`config.mk`:
```
export PLATFORM = sky130hd
export DESIGN_NAME = segment_angle_side_averager_top_flat
export DESIGN_NICKNAME = d
export VERILOG_FILES = /design/src/hw/rtl/saa_pkg.sv /design/src/hw/rtl/saa_if.sv /design/src/hw/rtl/segment_angle_side_averager_top.sv /design/src/hw/rtl/saa_cordic.sv /design/src/hw/rtl/saa_div.sv /design/src/flat_wrapper.sv
export SDC_FILE = /design/constraint.sdc
export NUM_CORES = 2
export LEC_CHECK = 0
export BUFFER_PORTS_ARGS = -buffer_cell sky130_fd_sc_hd__buf_2
export CORE_MARGIN = 1
export CORE_UTILIZATION = 35
export DETAILED_ROUTE_END_ITERATION = 10
export PLACE_DENSITY_LB_ADDON = 0.25
export SYNTH_ARGS = -nofsm -noshare
export SYNTH_HDL_FRONTEND = slang
export SYNTH_SLANG_ARGS = --single-unit
```
`constraint.sdc`:
```
create_clock -name clk -period 12.7 [get_ports clk]
set_input_delay 1.27 -clock clk [delete_from_list [all_inputs] [get_ports clk]]
set_output_delay 1.27 -clock clk [all_outputs]
set_load 0.005 [all_outputs]
```
`src/hw/rtl/saa_pkg.sv`:
```
// Shared types and constants for the segment angle side averager.
// Holds the request payload structs, register indexes, the controller state
// type and the arctangent step table. Depends on nothing.
`timescale 1ns / 1ps

package saa_pkg;

	// Field widths of the request payloads and the configuration port.
	localparam int X_W       = 11;
	localparam int Y_W       = 10;
	localparam int CFG_W     = 11;
	localparam int CFG_IDX_W = 2;
	localparam int TALLY_W   = 11;
	localparam int WHOLE_W   = 18;

	// Configuration register indexes.
	localparam logic [CFG_IDX_W-1:0] REG_LEFT_X_LIMIT   = 2'd0;
	localparam logic [CFG_IDX_W-1:0] REG_RIGHT_X_LIMIT  = 2'd1;
	localparam logic [CFG_IDX_W-1:0] REG_MIN_SIDE_LINES = 2'd2;

	localparam logic [CFG_W-1:0] LEFT_X_LIMIT_RST   = 11'd445;
	localparam logic [CFG_W-1:0] RIGHT_X_LIMIT_RST  = 11'd355;
	localparam logic [CFG_W-1:0] MIN_SIDE_LINES_RST = 11'd7;

	// Upper clamps of the three averages.
	localparam int LEFT_ANGLE_MAX = 90;
	localparam int SIDE_ANGLE_MAX = 180;

	// Vectoring arctangent unit.
	localparam int CORDIC_STEPS = 20;
	localparam int STEP_W       = 5;
	localparam int TAB_FRAC     = 24;
	localparam int PRE_SCALE    = 16;
	localparam int CORD_W       = 31;
	localparam int Z_W          = 34;

	typedef logic signed [Z_W-1:0] z_t;

	// Serial divider.
	localparam int DIV_N     = 18;
	localparam int DIV_D     = 12;
	localparam int DIV_CNT_W = 5;

	typedef struct packed {
		logic [X_W-1:0] start_x;
		logic [Y_W-1:0] start_y;
		logic [X_W-1:0] end_x;
		logic [Y_W-1:0] end_y;
		logic           last_segment;
	} seg_t;

	typedef struct packed {
		logic [7:0]         overall_angle;
		logic [6:0]         left_angle;
		logic [7:0]         right_angle;
		logic [TALLY_W-1:0] left_kept;
		logic [TALLY_W-1:0] right_kept;
	} res_t;

	typedef enum logic [2:0] {
		ST_IDLE,
		ST_ANGLE,
		ST_SETTLE,
		ST_DIV_LEFT,
		ST_DIV_RIGHT,
		ST_DIV_ALL,
		ST_EMIT
	} state_t;

	// atan(2^-i) in degrees with TAB_FRAC fraction bits.
	function automatic z_t atan_tab(input logic [STEP_W-1:0] idx);
		z_t v;
		case (idx)
			5'd0:  v = 34'sd754974720;
			5'd1:  v = 34'sd445687602;
			5'd2:  v = 34'sd235489088;
			5'd3:  v = 34'sd119537938;
			5'd4:  v = 34'sd60000934;
			5'd5:  v = 34'sd30029717;
			5'd6:  v = 34'sd15018523;
			5'd7:  v = 34'sd7509720;
			5'd8:  v = 34'sd3754917;
			5'd9:  v = 34'sd1877466;
			5'd10: v = 34'sd938734;
			5'd11: v = 34'sd469367;
			5'd12: v = 34'sd234684;
			5'd13: v = 34'sd117342;
			5'd14: v = 34'sd58671;
			5'd15: v = 34'sd29335;
			5'd16: v = 34'sd14668;
			5'd17: v = 34'sd7334;
			5'd18: v = 34'sd3667;
			5'd19: v = 34'sd1833;
			default: v = '0;
		endcase
		return v;
	endfunction

endpackage

```
`src/hw/rtl/saa_if.sv`:
```
// Valid/ready channels of the segment angle side averager.
// One interface for segment requests and one for result requests;
// payload types come from saa_pkg.
`timescale 1ns / 1ps

interface saa_seg_if;
	logic          valid;
	logic          ready;
	saa_pkg::seg_t payload;

	modport source (output valid, output payload, input ready);
	modport sink (input valid, input payload, output ready);
endinterface

interface saa_res_if;
	logic          valid;
	logic          ready;
	saa_pkg::res_t payload;

	modport source (output valid, output payload, input ready);
	modport sink (input valid, input payload, output ready);
endinterface

```
`src/hw/rtl/segment_angle_side_averager_top.sv`:
```
// Top level of the segment angle side averager: controller, side
// accumulators, configuration registers and result register.
// Depends on saa_pkg, saa_if, saa_cordic and saa_div.
//
//  channel   dir  handshake      payload
//  seg       in   valid/ready    saa_pkg::seg_t (endpoints, last_segment)
//  res       out  valid/ready    saa_pkg::res_t (three angles, two kept counts)
//  cfg_*     in   cfg_we only    cfg_index selects the register, cfg_data the value
//
// A new segment request is taken only once the arctangent unit is done with the
// last one; a vertical or horizontal segment skips its shift-add steps. The last
// segment of a set adds three 18-bit divisions, run one after another on the
// serial divider, one quotient bit per cycle. arst_n clears the controller, the
// sums and counts and restores the register defaults. A result request waits in
// its register while the next set streams in; only the next emit waits for it.
`timescale 1ns / 1ps

module segment_angle_side_averager_top #(
	parameter int ANGLE_FRAC_BITS = 8
) (
	input  logic                          clk,
	input  logic                          arst_n,
	input  logic                          cfg_we,
	input  logic [saa_pkg::CFG_IDX_W-1:0] cfg_index,
	input  logic [saa_pkg::CFG_W-1:0]     cfg_data,
	saa_seg_if.sink                       seg,
	saa_res_if.source                     res
);

	localparam int F      = ANGLE_FRAC_BITS;
	localparam int DEG_W  = 8 + F;
	localparam int LSUM_W = 17 + F;
	localparam int RSUM_W = 18 + F;
	localparam int TW     = saa_pkg::TALLY_W;
	localparam int WW     = saa_pkg::WHOLE_W;
	localparam int DN     = saa_pkg::DIV_N;
	localparam int DD     = saa_pkg::DIV_D;

	localparam logic [DEG_W-1:0] DEG90 = DEG_W'(90) << F;
	localparam logic [DN-1:0] LMAX = DN'(saa_pkg::LEFT_ANGLE_MAX);
	localparam logic [DN-1:0] SMAX = DN'(saa_pkg::SIDE_ANGLE_MAX);

	saa_pkg::state_t state_q, state_d;

	logic [saa_pkg::CFG_W-1:0] left_lim_q, right_lim_q, min_lines_q;

	logic [LSUM_W-1:0] lsum_q;
	logic [RSUM_W-1:0] rsum_q;
	logic [WW-1:0]     whole_q;
	logic [TW-1:0]     ltally_q, rtally_q;

	logic [saa_pkg::X_W-1:0] sx_q;
	logic                    last_q;

	logic          ldrop_q, rdrop_q;
	logic [TW-1:0] lkept_q, rkept_q;
	logic [WW-1:0] whole_adj_q;
	logic [6:0]    la_q;
	logic [7:0]    ra_q, oa_q;

	logic          res_valid_q;
	saa_pkg::res_t res_data_q;

	// Controller outputs.
	logic          cord_start, div_start, emit_load, accum_en, settle_en;
	logic [DN-1:0] div_dividend;
	logic [DD-1:0] div_divisor;

	logic              cord_done;
	logic [DEG_W-1:0]  cord_deg;
	logic              div_done;
	logic [DN-1:0]     div_quo;

	logic signed [11:0] dx;
	logic signed [10:0] dy;

	logic [DEG_W-1:0]  deg_r;
	logic [7:0]        deg_whole;
	logic              is_left, is_right;
	logic [LSUM_W:0]   lsum_add;
	logic [RSUM_W:0]   rsum_add;
	logic [WW:0]       whole_add;
	logic [WW-1:0]     whole_sat;
	logic [16:0]       lsum_int;
	logic [17:0]       rsum_int;
	logic              ldrop, rdrop;
	logic [WW-1:0]     sub;
	logic [WW-1:0]     whole_adj;
	logic [DD-1:0]     kept_sum;
	logic              slot_free;

	assign dx = $signed({1'b0, seg.payload.end_x}) - $signed({1'b0, seg.payload.start_x});
	assign dy = $signed({1'b0, seg.payload.end_y}) - $signed({1'b0, seg.payload.start_y});

	saa_cordic #(
		.ANGLE_FRAC_BITS(F)
	) u_cordic (
		.clk   (clk),
		.arst_n(arst_n),
		.start (cord_start),
		.dx    (dx),
		.dy    (dy),
		.done  (cord_done),
		.deg   (cord_deg)
	);

	saa_div u_div (
		.clk     (clk),
		.arst_n  (arst_n),
		.start   (div_start),
		.dividend(div_dividend),
		.divisor (div_divisor),
		.done    (div_done),
		.quotient(div_quo)
	);

	// Remap, classify and saturating accumulation of one segment.
	always_comb begin
		deg_r     = (cord_deg > DEG90) ? cord_deg - DEG90 : cord_deg + DEG90;
		deg_whole = deg_r[DEG_W-1:F];
		is_left   = (deg_r <= DEG90) && (sx_q <= left_lim_q);
		is_right  = (deg_r > DEG90) && (sx_q >= right_lim_q);
		lsum_add  = {1'b0, lsum_q} + (LSUM_W+1)'(deg_r);
		rsum_add  = {1'b0, rsum_q} + (RSUM_W+1)'(deg_r);
		whole_add = {1'b0, whole_q} + (WW+1)'(deg_whole);
		whole_sat = whole_add[WW] ? '1 : whole_add[WW-1:0];
	end

	// Side drop check; the right side is tested only when the left one stays.
	always_comb begin
		lsum_int  = lsum_q[LSUM_W-1:F];
		rsum_int  = rsum_q[RSUM_W-1:F];
		ldrop     = ltally_q < min_lines_q;
		rdrop     = !ldrop && (rtally_q < min_lines_q);
		sub       = ldrop ? WW'(lsum_int) : WW'(rsum_int);
		if (ldrop || rdrop) begin
			whole_adj = (whole_q > sub) ? whole_q - sub : '0;
		end else begin
			whole_adj = whole_q;
		end
		kept_sum  = DD'(lkept_q) + DD'(rkept_q);
		slot_free = !res_valid_q || res.ready;
	end

	always_ff @(posedge clk or negedge arst_n) begin
		if (!arst_n) begin
			state_q <= saa_pkg::ST_IDLE;
		end else begin
			state_q <= state_d;
		end
	end

	always_comb begin
		state_d      = state_q;
		seg.ready    = 1'b0;
		cord_start   = 1'b0;
		div_start    = 1'b0;
		emit_load    = 1'b0;
		accum_en     = 1'b0;
		settle_en    = 1'b0;
		div_dividend = DN'(lsum_int);
		div_divisor  = DD'(ltally_q);
		case (state_q)
			saa_pkg::ST_IDLE: begin
				seg.ready  = 1'b1;
				cord_start = seg.valid;
				if (seg.valid) begin
					state_d = saa_pkg::ST_ANGLE;
				end
			end
			saa_pkg::ST_ANGLE: begin
				if (cord_done) begin
					accum_en = 1'b1;
					state_d  = last_q ? saa_pkg::ST_SETTLE : saa_pkg::ST_IDLE;
				end
			end
			saa_pkg::ST_SETTLE: begin
				settle_en = 1'b1;
				div_start = 1'b1;
				state_d   = saa_pkg::ST_DIV_LEFT;
			end
			saa_pkg::ST_DIV_LEFT: begin
				div_dividend = DN'(rsum_int);
				div_divisor  = DD'(rtally_q);
				if (div_done) begin
					div_start = 1'b1;
					state_d   = saa_pkg::ST_DIV_RIGHT;
				end
			end
			saa_pkg::ST_DIV_RIGHT: begin
				div_dividend = DN'(whole_adj_q);
				div_divisor  = kept_sum;
				if (div_done) begin
					div_start = 1'b1;
					state_d   = saa_pkg::ST_DIV_ALL;
				end
			end
			saa_pkg::ST_DIV_ALL: begin
				if (div_done) begin
					state_d = saa_pkg::ST_EMIT;
				end
			end
			saa_pkg::ST_EMIT: begin
				if (slot_free) begin
					emit_load = 1'b1;
					state_d   = saa_pkg::ST_IDLE;
				end
			end
			default: begin
				state_d = saa_pkg::ST_IDLE;
			end
		endcase
	end

	always_ff @(posedge clk or negedge arst_n) begin
		if (!arst_n) begin
			left_lim_q  <= saa_pkg::LEFT_X_LIMIT_RST;
			right_lim_q <= saa_pkg::RIGHT_X_LIMIT_RST;
			min_lines_q <= saa_pkg::MIN_SIDE_LINES_RST;
		end else if (cfg_we) begin
			case (cfg_index)
				saa_pkg::REG_LEFT_X_LIMIT:   left_lim_q  <= cfg_data;
				saa_pkg::REG_RIGHT_X_LIMIT:  right_lim_q <= cfg_data;
				saa_pkg::REG_MIN_SIDE_LINES: min_lines_q <= cfg_data;
				default: begin
				end
			endcase
		end
	end

	always_ff @(posedge clk or negedge arst_n) begin
		if (!arst_n) begin
			lsum_q      <= '0;
			rsum_q      <= '0;
			whole_q     <= '0;
			ltally_q    <= '0;
			rtally_q    <= '0;
			res_valid_q <= 1'b0;
		end else begin
			if (emit_load) begin
				lsum_q   <= '0;
				rsum_q   <= '0;
				whole_q  <= '0;
				ltally_q <= '0;
				rtally_q <= '0;
			end else if (accum_en && is_left) begin
				lsum_q   <= lsum_add[LSUM_W] ? '1 : lsum_add[LSUM_W-1:0];
				ltally_q <= (ltally_q == '1) ? ltally_q : ltally_q + 1'b1;
				whole_q  <= whole_sat;
			end else if (accum_en && is_right) begin
				rsum_q   <= rsum_add[RSUM_W] ? '1 : rsum_add[RSUM_W-1:0];
				rtally_q <= (rtally_q == '1) ? rtally_q : rtally_q + 1'b1;
				whole_q  <= whole_sat;
			end
			if (emit_load) begin
				res_valid_q <= 1'b1;
			end else if (res.ready) begin
				res_valid_q <= 1'b0;
			end
		end
	end

	always_ff @(posedge clk) begin
		if (cord_start) begin
			sx_q   <= seg.payload.start_x;
			last_q <= seg.payload.last_segment;
		end
		if (settle_en) begin
			ldrop_q     <= ldrop;
			rdrop_q     <= rdrop;
			lkept_q     <= ldrop ? '0 : ltally_q;
			rkept_q     <= rdrop ? '0 : rtally_q;
			whole_adj_q <= whole_adj;
		end
		if (state_q == saa_pkg::ST_DIV_LEFT && div_done) begin
			if (ldrop_q || ltally_q == '0) begin
				la_q <= '0;
			end else begin
				la_q <= (div_quo > LMAX) ? 7'(LMAX) : 7'(div_quo);
			end
		end
		if (state_q == saa_pkg::ST_DIV_RIGHT && div_done) begin
			if (rdrop_q || rtally_q == '0) begin
				ra_q <= '0;
			end else begin
				ra_q <= (div_quo > SMAX) ? 8'(SMAX) : 8'(div_quo);
			end
		end
		if (state_q == saa_pkg::ST_DIV_ALL && div_done) begin
			if (kept_sum == '0) begin
				oa_q <= '0;
			end else begin
				oa_q <= (div_quo > SMAX) ? 8'(SMAX) : 8'(div_quo);
			end
		end
		if (emit_load) begin
			res_data_q.overall_angle <= oa_q;
			res_data_q.left_angle    <= la_q;
			res_data_q.right_angle   <= ra_q;
			res_data_q.left_kept     <= lkept_q;
			res_data_q.right_kept    <= rkept_q;
		end
	end

	assign res.valid   = res_valid_q;
	assign res.payload = res_data_q;

	// A new result request only ever comes out of the emit state.
	a_res_from_emit: assert property (@(posedge clk) disable iff (!arst_n)
		$rose(res.valid) |-> $past(state_q) == saa_pkg::ST_EMIT)
		else $error("result request raised outside the emit state");

	a_cord_done_in_angle: assert property (@(posedge clk) disable iff (!arst_n)
		cord_done |-> state_q == saa_pkg::ST_ANGLE)
		else $error("arctangent finished while the controller was not waiting");

	a_div_done_in_div: assert property (@(posedge clk) disable iff (!arst_n)
		div_done |-> (state_q == saa_pkg::ST_DIV_LEFT || state_q == saa_pkg::ST_DIV_RIGHT
			|| state_q == saa_pkg::ST_DIV_ALL))
		else $error("divider finished outside a division state");

	// Every emitted set leaves the accumulators empty for the next one.
	a_cleared_after_emit: assert property (@(posedge clk) disable iff (!arst_n)
		emit_load |=> (ltally_q == '0 && rtally_q == '0 && whole_q == '0
			&& lsum_q == '0 && rsum_q == '0))
		else $error("side accumulators not cleared after a result");

endmodule

```
`src/hw/rtl/saa_cordic.sv`:
```
// Iterative vectoring arctangent: |atan2(dx, dy)| in fixed-point degrees.
// One shift-add step per cycle for saa_pkg::CORDIC_STEPS steps, then a clamp.
// Depends on saa_pkg for the step table and internal widths.
`timescale 1ns / 1ps

module saa_cordic #(
	parameter int ANGLE_FRAC_BITS = 8
) (
	input  logic                           clk,
	input  logic                           arst_n,
	input  logic                           start,
	input  logic signed [11:0]             dx,
	input  logic signed [10:0]             dy,
	output logic                           done,
	output logic [8+ANGLE_FRAC_BITS-1:0]   deg
);

	localparam int DEG_W = 8 + ANGLE_FRAC_BITS;
	localparam int CW    = saa_pkg::CORD_W;
	localparam int ZW    = saa_pkg::Z_W;
	localparam int SW    = saa_pkg::STEP_W;
	localparam int TF    = saa_pkg::TAB_FRAC;

	localparam logic [SW-1:0] LAST_STEP = SW'(saa_pkg::CORDIC_STEPS - 1);
	localparam logic signed [ZW-1:0] Z90  = ZW'(90) <<< TF;
	localparam logic signed [ZW-1:0] Z180 = ZW'(180) <<< TF;
	localparam logic [DEG_W-1:0] DEG90  = DEG_W'(90) << ANGLE_FRAC_BITS;
	localparam logic [DEG_W-1:0] DEG180 = DEG_W'(180) << ANGLE_FRAC_BITS;

	logic signed [CW-1:0] x_q, y_q;
	logic signed [ZW-1:0] z_q;
	logic [SW-1:0]        step_q;
	logic                 busy_q, fin_q, done_q;
	logic [DEG_W-1:0]     deg_q;

	logic signed [11:0]   ax;
	logic signed [11:0]   ndy;
	logic                 exact;
	logic signed [CW-1:0] x_init, y_init;
	logic signed [CW-1:0] sx, sy;
	logic signed [ZW-1:0] tab;
	logic [ZW-1:0]        z_clamped;
	logic [DEG_W-1:0]     deg_fin;

	always_comb begin
		ax     = (dx < 0) ? -dx : dx;
		ndy    = -12'(dy);
		exact  = (dx == '0) || (dy == '0);
		if (dy > 0) begin
			x_init = CW'(dy) <<< saa_pkg::PRE_SCALE;
			y_init = CW'(ax) <<< saa_pkg::PRE_SCALE;
		end else begin
			x_init = CW'(ax) <<< saa_pkg::PRE_SCALE;
			y_init = CW'(ndy) <<< saa_pkg::PRE_SCALE;
		end
		sx  = x_q >>> step_q;
		sy  = y_q >>> step_q;
		tab = saa_pkg::atan_tab(step_q);
		if (z_q < 0) begin
			z_clamped = '0;
		end else if (z_q > Z180) begin
			z_clamped = Z180;
		end else begin
			z_clamped = z_q;
		end
		deg_fin = DEG_W'(z_clamped >> (TF - ANGLE_FRAC_BITS));
	end

	always_ff @(posedge clk or negedge arst_n) begin
		if (!arst_n) begin
			busy_q <= 1'b0;
			fin_q  <= 1'b0;
			done_q <= 1'b0;
			step_q <= '0;
		end else if (start) begin
			busy_q <= !exact;
			fin_q  <= 1'b0;
			done_q <= exact;
			step_q <= '0;
		end else if (busy_q) begin
			step_q <= step_q + 1'b1;
			if (step_q == LAST_STEP) begin
				busy_q <= 1'b0;
				fin_q  <= 1'b1;
			end
		end else if (fin_q) begin
			fin_q  <= 1'b0;
			done_q <= 1'b1;
		end else begin
			done_q <= 1'b0;
		end
	end

	// Both updates of a step read the old x and y.
	always_ff @(posedge clk) begin
		if (start) begin
			x_q <= x_init;
			y_q <= y_init;
			z_q <= (dy > 0) ? '0 : Z90;
			if (dx == '0) begin
				deg_q <= (dy < 0) ? DEG180 : '0;
			end else begin
				deg_q <= DEG90;
			end
		end else if (busy_q) begin
			if (y_q > 0) begin
				x_q <= x_q + sy;
				y_q <= y_q - sx;
				z_q <= z_q + tab;
			end else if (y_q < 0) begin
				x_q <= x_q - sy;
				y_q <= y_q + sx;
				z_q <= z_q - tab;
			end
		end else if (fin_q) begin
			deg_q <= deg_fin;
		end
	end

	assign done = done_q;
	assign deg  = deg_q;

endmodule

```
`src/hw/rtl/saa_div.sv`:
```
// Restoring serial divider, one quotient bit per cycle.
// Shared by the left, right and overall averages of the averager.
// Depends on saa_pkg for its widths.
`timescale 1ns / 1ps

module saa_div (
	input  logic                      clk,
	input  logic                      arst_n,
	input  logic                      start,
	input  logic [saa_pkg::DIV_N-1:0] dividend,
	input  logic [saa_pkg::DIV_D-1:0] divisor,
	output logic                      done,
	output logic [saa_pkg::DIV_N-1:0] quotient
);

	localparam int N  = saa_pkg::DIV_N;
	localparam int D  = saa_pkg::DIV_D;
	localparam int CW = saa_pkg::DIV_CNT_W;
	localparam logic [CW-1:0] LAST = CW'(N - 1);

	logic [N-1:0]  quo_q;
	logic [D-1:0]  rem_q;
	logic [D-1:0]  dvs_q;
	logic [CW-1:0] cnt_q;
	logic          busy_q, done_q;

	logic [D:0]    shifted;
	logic          ge;
	logic [D:0]    diff;
	logic [D-1:0]  rem_next;

	always_comb begin
		shifted  = {rem_q, quo_q[N-1]};
		ge       = shifted >= {1'b0, dvs_q};
		diff     = shifted - {1'b0, dvs_q};
		rem_next = ge ? diff[D-1:0] : shifted[D-1:0];
	end

	always_ff @(posedge clk or negedge arst_n) begin
		if (!arst_n) begin
			busy_q <= 1'b0;
			done_q <= 1'b0;
			cnt_q  <= '0;
		end else if (start) begin
			busy_q <= 1'b1;
			done_q <= 1'b0;
			cnt_q  <= '0;
		end else if (busy_q) begin
			cnt_q <= cnt_q + 1'b1;
			if (cnt_q == LAST) begin
				busy_q <= 1'b0;
				done_q <= 1'b1;
			end
		end else begin
			done_q <= 1'b0;
		end
	end

	always_ff @(posedge clk) begin
		if (start) begin
			quo_q <= dividend;
			rem_q <= '0;
			dvs_q <= divisor;
		end else if (busy_q) begin
			quo_q <= {quo_q[N-2:0], ge};
			rem_q <= rem_next;
		end
	end

	assign done     = done_q;
	assign quotient = quo_q;

endmodule
```
`src/flat_wrapper.sv`:
```
// flat-port wrapper written by rule: the top's interface ports become plain ports
module segment_angle_side_averager_top_flat 
#(
	parameter int ANGLE_FRAC_BITS = 8
)
  (clk, arst_n, cfg_we, cfg_index, cfg_data, seg_valid, seg_payload, seg_ready, res_valid, res_payload, res_ready);
  saa_seg_if seg_i ();
  saa_res_if res_i ();
  input  logic clk;
  input  logic arst_n;
  input  logic cfg_we;
  input  logic [saa_pkg::CFG_IDX_W-1:0] cfg_index;
  input  logic [saa_pkg::CFG_W-1:0] cfg_data;
  input wire logic [$bits(seg_i.valid)-1:0] seg_valid;
  input wire logic [$bits(seg_i.payload)-1:0] seg_payload;
  output wire logic [$bits(seg_i.ready)-1:0] seg_ready;
  output wire logic [$bits(res_i.valid)-1:0] res_valid;
  output wire logic [$bits(res_i.payload)-1:0] res_payload;
  input wire logic [$bits(res_i.ready)-1:0] res_ready;
  assign seg_i.valid = seg_valid;
  assign seg_i.payload = seg_payload;
  assign seg_ready = seg_i.ready;
  assign res_valid = res_i.valid;
  assign res_payload = res_i.payload;
  assign res_i.ready = res_ready;
  segment_angle_side_averager_top #(.ANGLE_FRAC_BITS(ANGLE_FRAC_BITS)) u_core (.clk(clk), .arst_n(arst_n), .cfg_we(cfg_we), .cfg_index(cfg_index), .cfg_data(cfg_data), .seg(seg_i), .res(res_i));
endmodule
```
==> impl_results.md <==
- Clk sink count: 419
- Number of nets at the end of the flow: 4074
- Max-slew violation count: 0
- Cell at the root of the clock tree: sky130_fd_sc_hd__clkbuf_16
- Number of cells on the worst reg-to-reg path: 19
- Ratio of cells with drive above 1 in the final layout: 11.3%
- Mean post-synth cell area: 9.25 sq um
- Hold-fix buffer count after cts: 0
- Worst Skew: 44.2 ps
- Post-synth ARST share: 34.1%
- Number of antenna violations at the first check in global routing: 3
- Core area: 97000 sq um
- Floorplan row count: 114
- Clock insertion delay at the later pin of the skew report: 640 ps
- R2R Setup Slk: 4770 ps
- Startpoint kind of the worst setup timing path: flop
- IO Count: 108
- Maximum fanout along the worst path: 61
- Netlist Area Pre-Place: 34400 sq um
- Number of iterations in the first detailed-routing pass: 10
- Type of the worst setup path: flop to flop
- Crit-path most repeated cell: sky130_fd_sc_hd__o21ai_0
- Register area share after synthesis: 34.2%
- Max-Slew Margin vs Limit: 22.0%
- Fmax: 126 MHz
- Die Y-Extent: 316 um
- Net count after synthesis: 4050
- Post-CTS Repair Setup Buffers: 0
- Master of the slowest instance on the critical path: sky130_fd_sc_hd__buf_4
- Fin crit share: 62.4%
- Wire length of the first global-routing pass: 158000 um
- Initial DRC Count: 2357
- Wire length reported by the detailed router: 101000 um
- Gates resized, CTS repair: 0
- Worst hold path startpoint: u_core.oa_q[1]
- Starting density of the core: 35.5%
- Fillers: 9738
- Avg Vias per Cell: 5.70
- Type of destination of the critical path: flop
- Routed len/inst: 20.0 um
- TritonCTS clock tree: yes
- RSZ-0062 raised after global routing: false
- Largest net degree at the start of global routing: 77
- Critical Path, Cell by Cell: buf_4 -> mux4_2 -> a222oi_1 -> o221ai_2 -> or4b_4 -> or4_4 -> or3_4 -> o21ai_0 -> mux2i_1 -> ha_1 -> nand3_1 -> or2_2 -> nor2_1 -> nand2_1 -> a311oi_1 -> a31oi_1 -> o21ai_0 -> xnor2_1 -> o21ai_1
- Number of instances in the synthesized netlist: 3719
- Number of max-cap violations: 0
- Sequential cell area: 11800 sq um
- Reg2reg start: u_core.u_cordic.step_q[0]
- Final antenna-violating net count: 0
- Syn. warnings: 0
- Multi-input logic area: 21400 sq um
- Die Area: 99600 sq um
- Final RePlAce weighted congestion: 0.938
- Clock period minus final worst setup slack: 7930 ps
- Hold crit path type: flop to flop
- Most used DFF post-synth: sky130_fd_sc_hd__edfxtp_1
- Post-synthesis cell type count: 96
- Final hold vios: 0
- Status: finished with violations
- Measured slew at the worst slew-check pin: 1160 ps
- I/O Buffers: 107
- Via Count: 28800
- Beginning of the critical path: u_core.u_cordic.step_q[0]
- Clk buf depth: 3
- Num CTS Buffers: 48
- Total global routing track utilization: 19.9%
- Flip-flop and latch count after synthesis: 419
- Die extent in x: 316 um
- Setup TNS after final layout: 0 ps
- Setup violations, final: 0
- Violated checks: design-rule violations
- H-tree depth: 2
- Count of cells along the worst hold path: 0
- Largest delay contributor family on the critical path: simple AND/OR/NAND/NOR gates
- GRT Residual Overflow: 0
- Endpoint of the worst-slack reg-to-reg timing path: u_core.u_cordic.x_q[30]
- HPWL reported at the end of detailed placement: 74400 um
- Via count of the first global-routing pass: 27500
- DRC violations left: 16
- Buffers and inverters on the worst path: 1
- Slowest Stage Delay on Critical Path: 830 ps
- Clock-pin transition on the worst setup and hold timing paths: 70 ps
- Crit path arrival time: 8310 ps
- Growth of design area from synthesis to finish: 9.94%
- Worst Hold End: u_core.res.payload[38]
- Post-synth EDFFs: 264
- Endpoint required time on the critical path: 13080 ps
[routing by layer]
| layer | global-route usage, % | vias up | part of all wire, % |
|---|---|---|---|
| met4 | 5.94 | 0 | 2.8 |
| met2 | 32.4 | 901 | 46 |
| met1 | 26.9 | 13800 | 45 |
| li1 | - | 13900 | - |
| met3 | 3.59 | 169 | 6.4 |
| met5 | 0 | - | 0 |
[logic make-up (layout without fill, tap and decap cells)]
group	Yosys count	after routing	synth area share, %
fa+ha+maj	270	270	10.1
flops	419	419	34.2
buf+inv	352	416	3.96
simple gates	1121	1121	15.9
mux	224	224	9.01
other cells	0	1	0
xor+xnor	256	256	6.51
compound gates	1077	1077	20.4
[synthesized netlist by cell type, types with 42 or more instances]
| library cell | number | area, sq um |
|---|---|---|
| sky130_fd_sc_hd__a21o_1 | 86 | 646 |
| sky130_fd_sc_hd__inv_1 | 178 | 668 |
| sky130_fd_sc_hd__ha_1 | 259 | 3240 |
| sky130_fd_sc_hd__a211oi_1 | 45 | 338 |
| sky130_fd_sc_hd__o21a_1 | 47 | 353 |
| sky130_fd_sc_hd__nand2_1 | 292 | 1100 |
| sky130_fd_sc_hd__a21oi_1 | 246 | 1230 |
| sky130_fd_sc_hd__mux2i_1 | 104 | 1040 |
| sky130_fd_sc_hd__and2_1 | 57 | 357 |
| sky130_fd_sc_hd__nand4_1 | 42 | 263 |
| sky130_fd_sc_hd__nand2b_1 | 46 | 288 |
| sky130_fd_sc_hd__mux4_2 | 63 | 1420 |
| sky130_fd_sc_hd__nor2b_1 | 55 | 344 |
| sky130_fd_sc_hd__edfxtp_1 | 264 | 7930 |
| sky130_fd_sc_hd__dfrtp_1 | 128 | 3200 |
| sky130_fd_sc_hd__a31oi_1 | 84 | 526 |
| sky130_fd_sc_hd__xor2_1 | 109 | 955 |
| sky130_fd_sc_hd__xnor2_1 | 147 | 1290 |
| sky130_fd_sc_hd__o21ai_0 | 248 | 1240 |
| sky130_fd_sc_hd__nor3_1 | 74 | 370 |
| sky130_fd_sc_hd__mux2_2 | 57 | 642 |
| sky130_fd_sc_hd__nand3_1 | 73 | 365 |
| sky130_fd_sc_hd__clkbuf_1 | 119 | 447 |
| sky130_fd_sc_hd__nor2_1 | 320 | 1200 |
[worst max-delay path by stage]
stage / end / slack [ps] / cells past startpoint
after floorplan: u_core.u_cordic.x_q[0] / 4230 / 6
after global placement: u_core.u_cordic.x_q[30] / 4870 / 19
after detailed placement: u_core.u_cordic.x_q[30] / 4870 / 19
after CTS: u_core.u_cordic.x_q[30] / 4840 / 19
after global routing: u_core.u_cordic.x_q[30] / 4210 / 19
final: u_core.u_cordic.x_q[30] / 4770 / 19
[layout by cell type, fill, tap and decap left out, drive strengths merged, types with 47 or more instances in the layout]
master,netlist,routed
a21o,86,86
a21oi,246,246
a31oi,84,84
and2,57,57
buf,50,143
clkbuf,119,62
dfrtp,128,128
edfxtp,264,264
ha,259,259
inv,180,181
mux2,57,57
mux2i,104,104
mux4,63,63
nand2,292,292
nand3,73,73
nor2,320,320
nor2b,55,55
nor3,75,75
o21a,47,47
o21ai,251,251
xnor2,147,147
xor2,109,109
[sequential cells by signal (all words and copies together), names as in the netlist, 25 cells and up]
register and cells:
u_core.lsum_q 25, u_core.res.payload 45, u_core.rsum_q 26, u_core.u_cordic.x_q 31
u_core.u_cordic.y_q 31, u_core.u_cordic.z_q 34
[through the flow]
stage	hold WS, ps	area, sq um	utilization [%]	instances	worst slack, ps
final	419	37800	39.0	5060	4770
after global routing	422	37800	39.0	5059	4210
after CTS	420	37800	39.0	5059	4840
after detailed placement	405	36200	37.4	4969	4870
after global placement	400	36200	37.4	4969	4870
after floorplan	400	34400	-	3719	4230
[final cells by class]
class                   instances  share of cell area, %
inverters                     183                   1.83
repair buffers                143                   2.15
well taps                    1276                   4.22
flip-flops and latches        419                   31.1
clock inverters                28                  0.737
multi-input cells            2948                   56.4
clock buffers                  62                   3.51
diodes                          1                0.00661
Power is not shown: default switching activity piles up to over one toggle a cycle in this logic, so the estimate is an artifact.
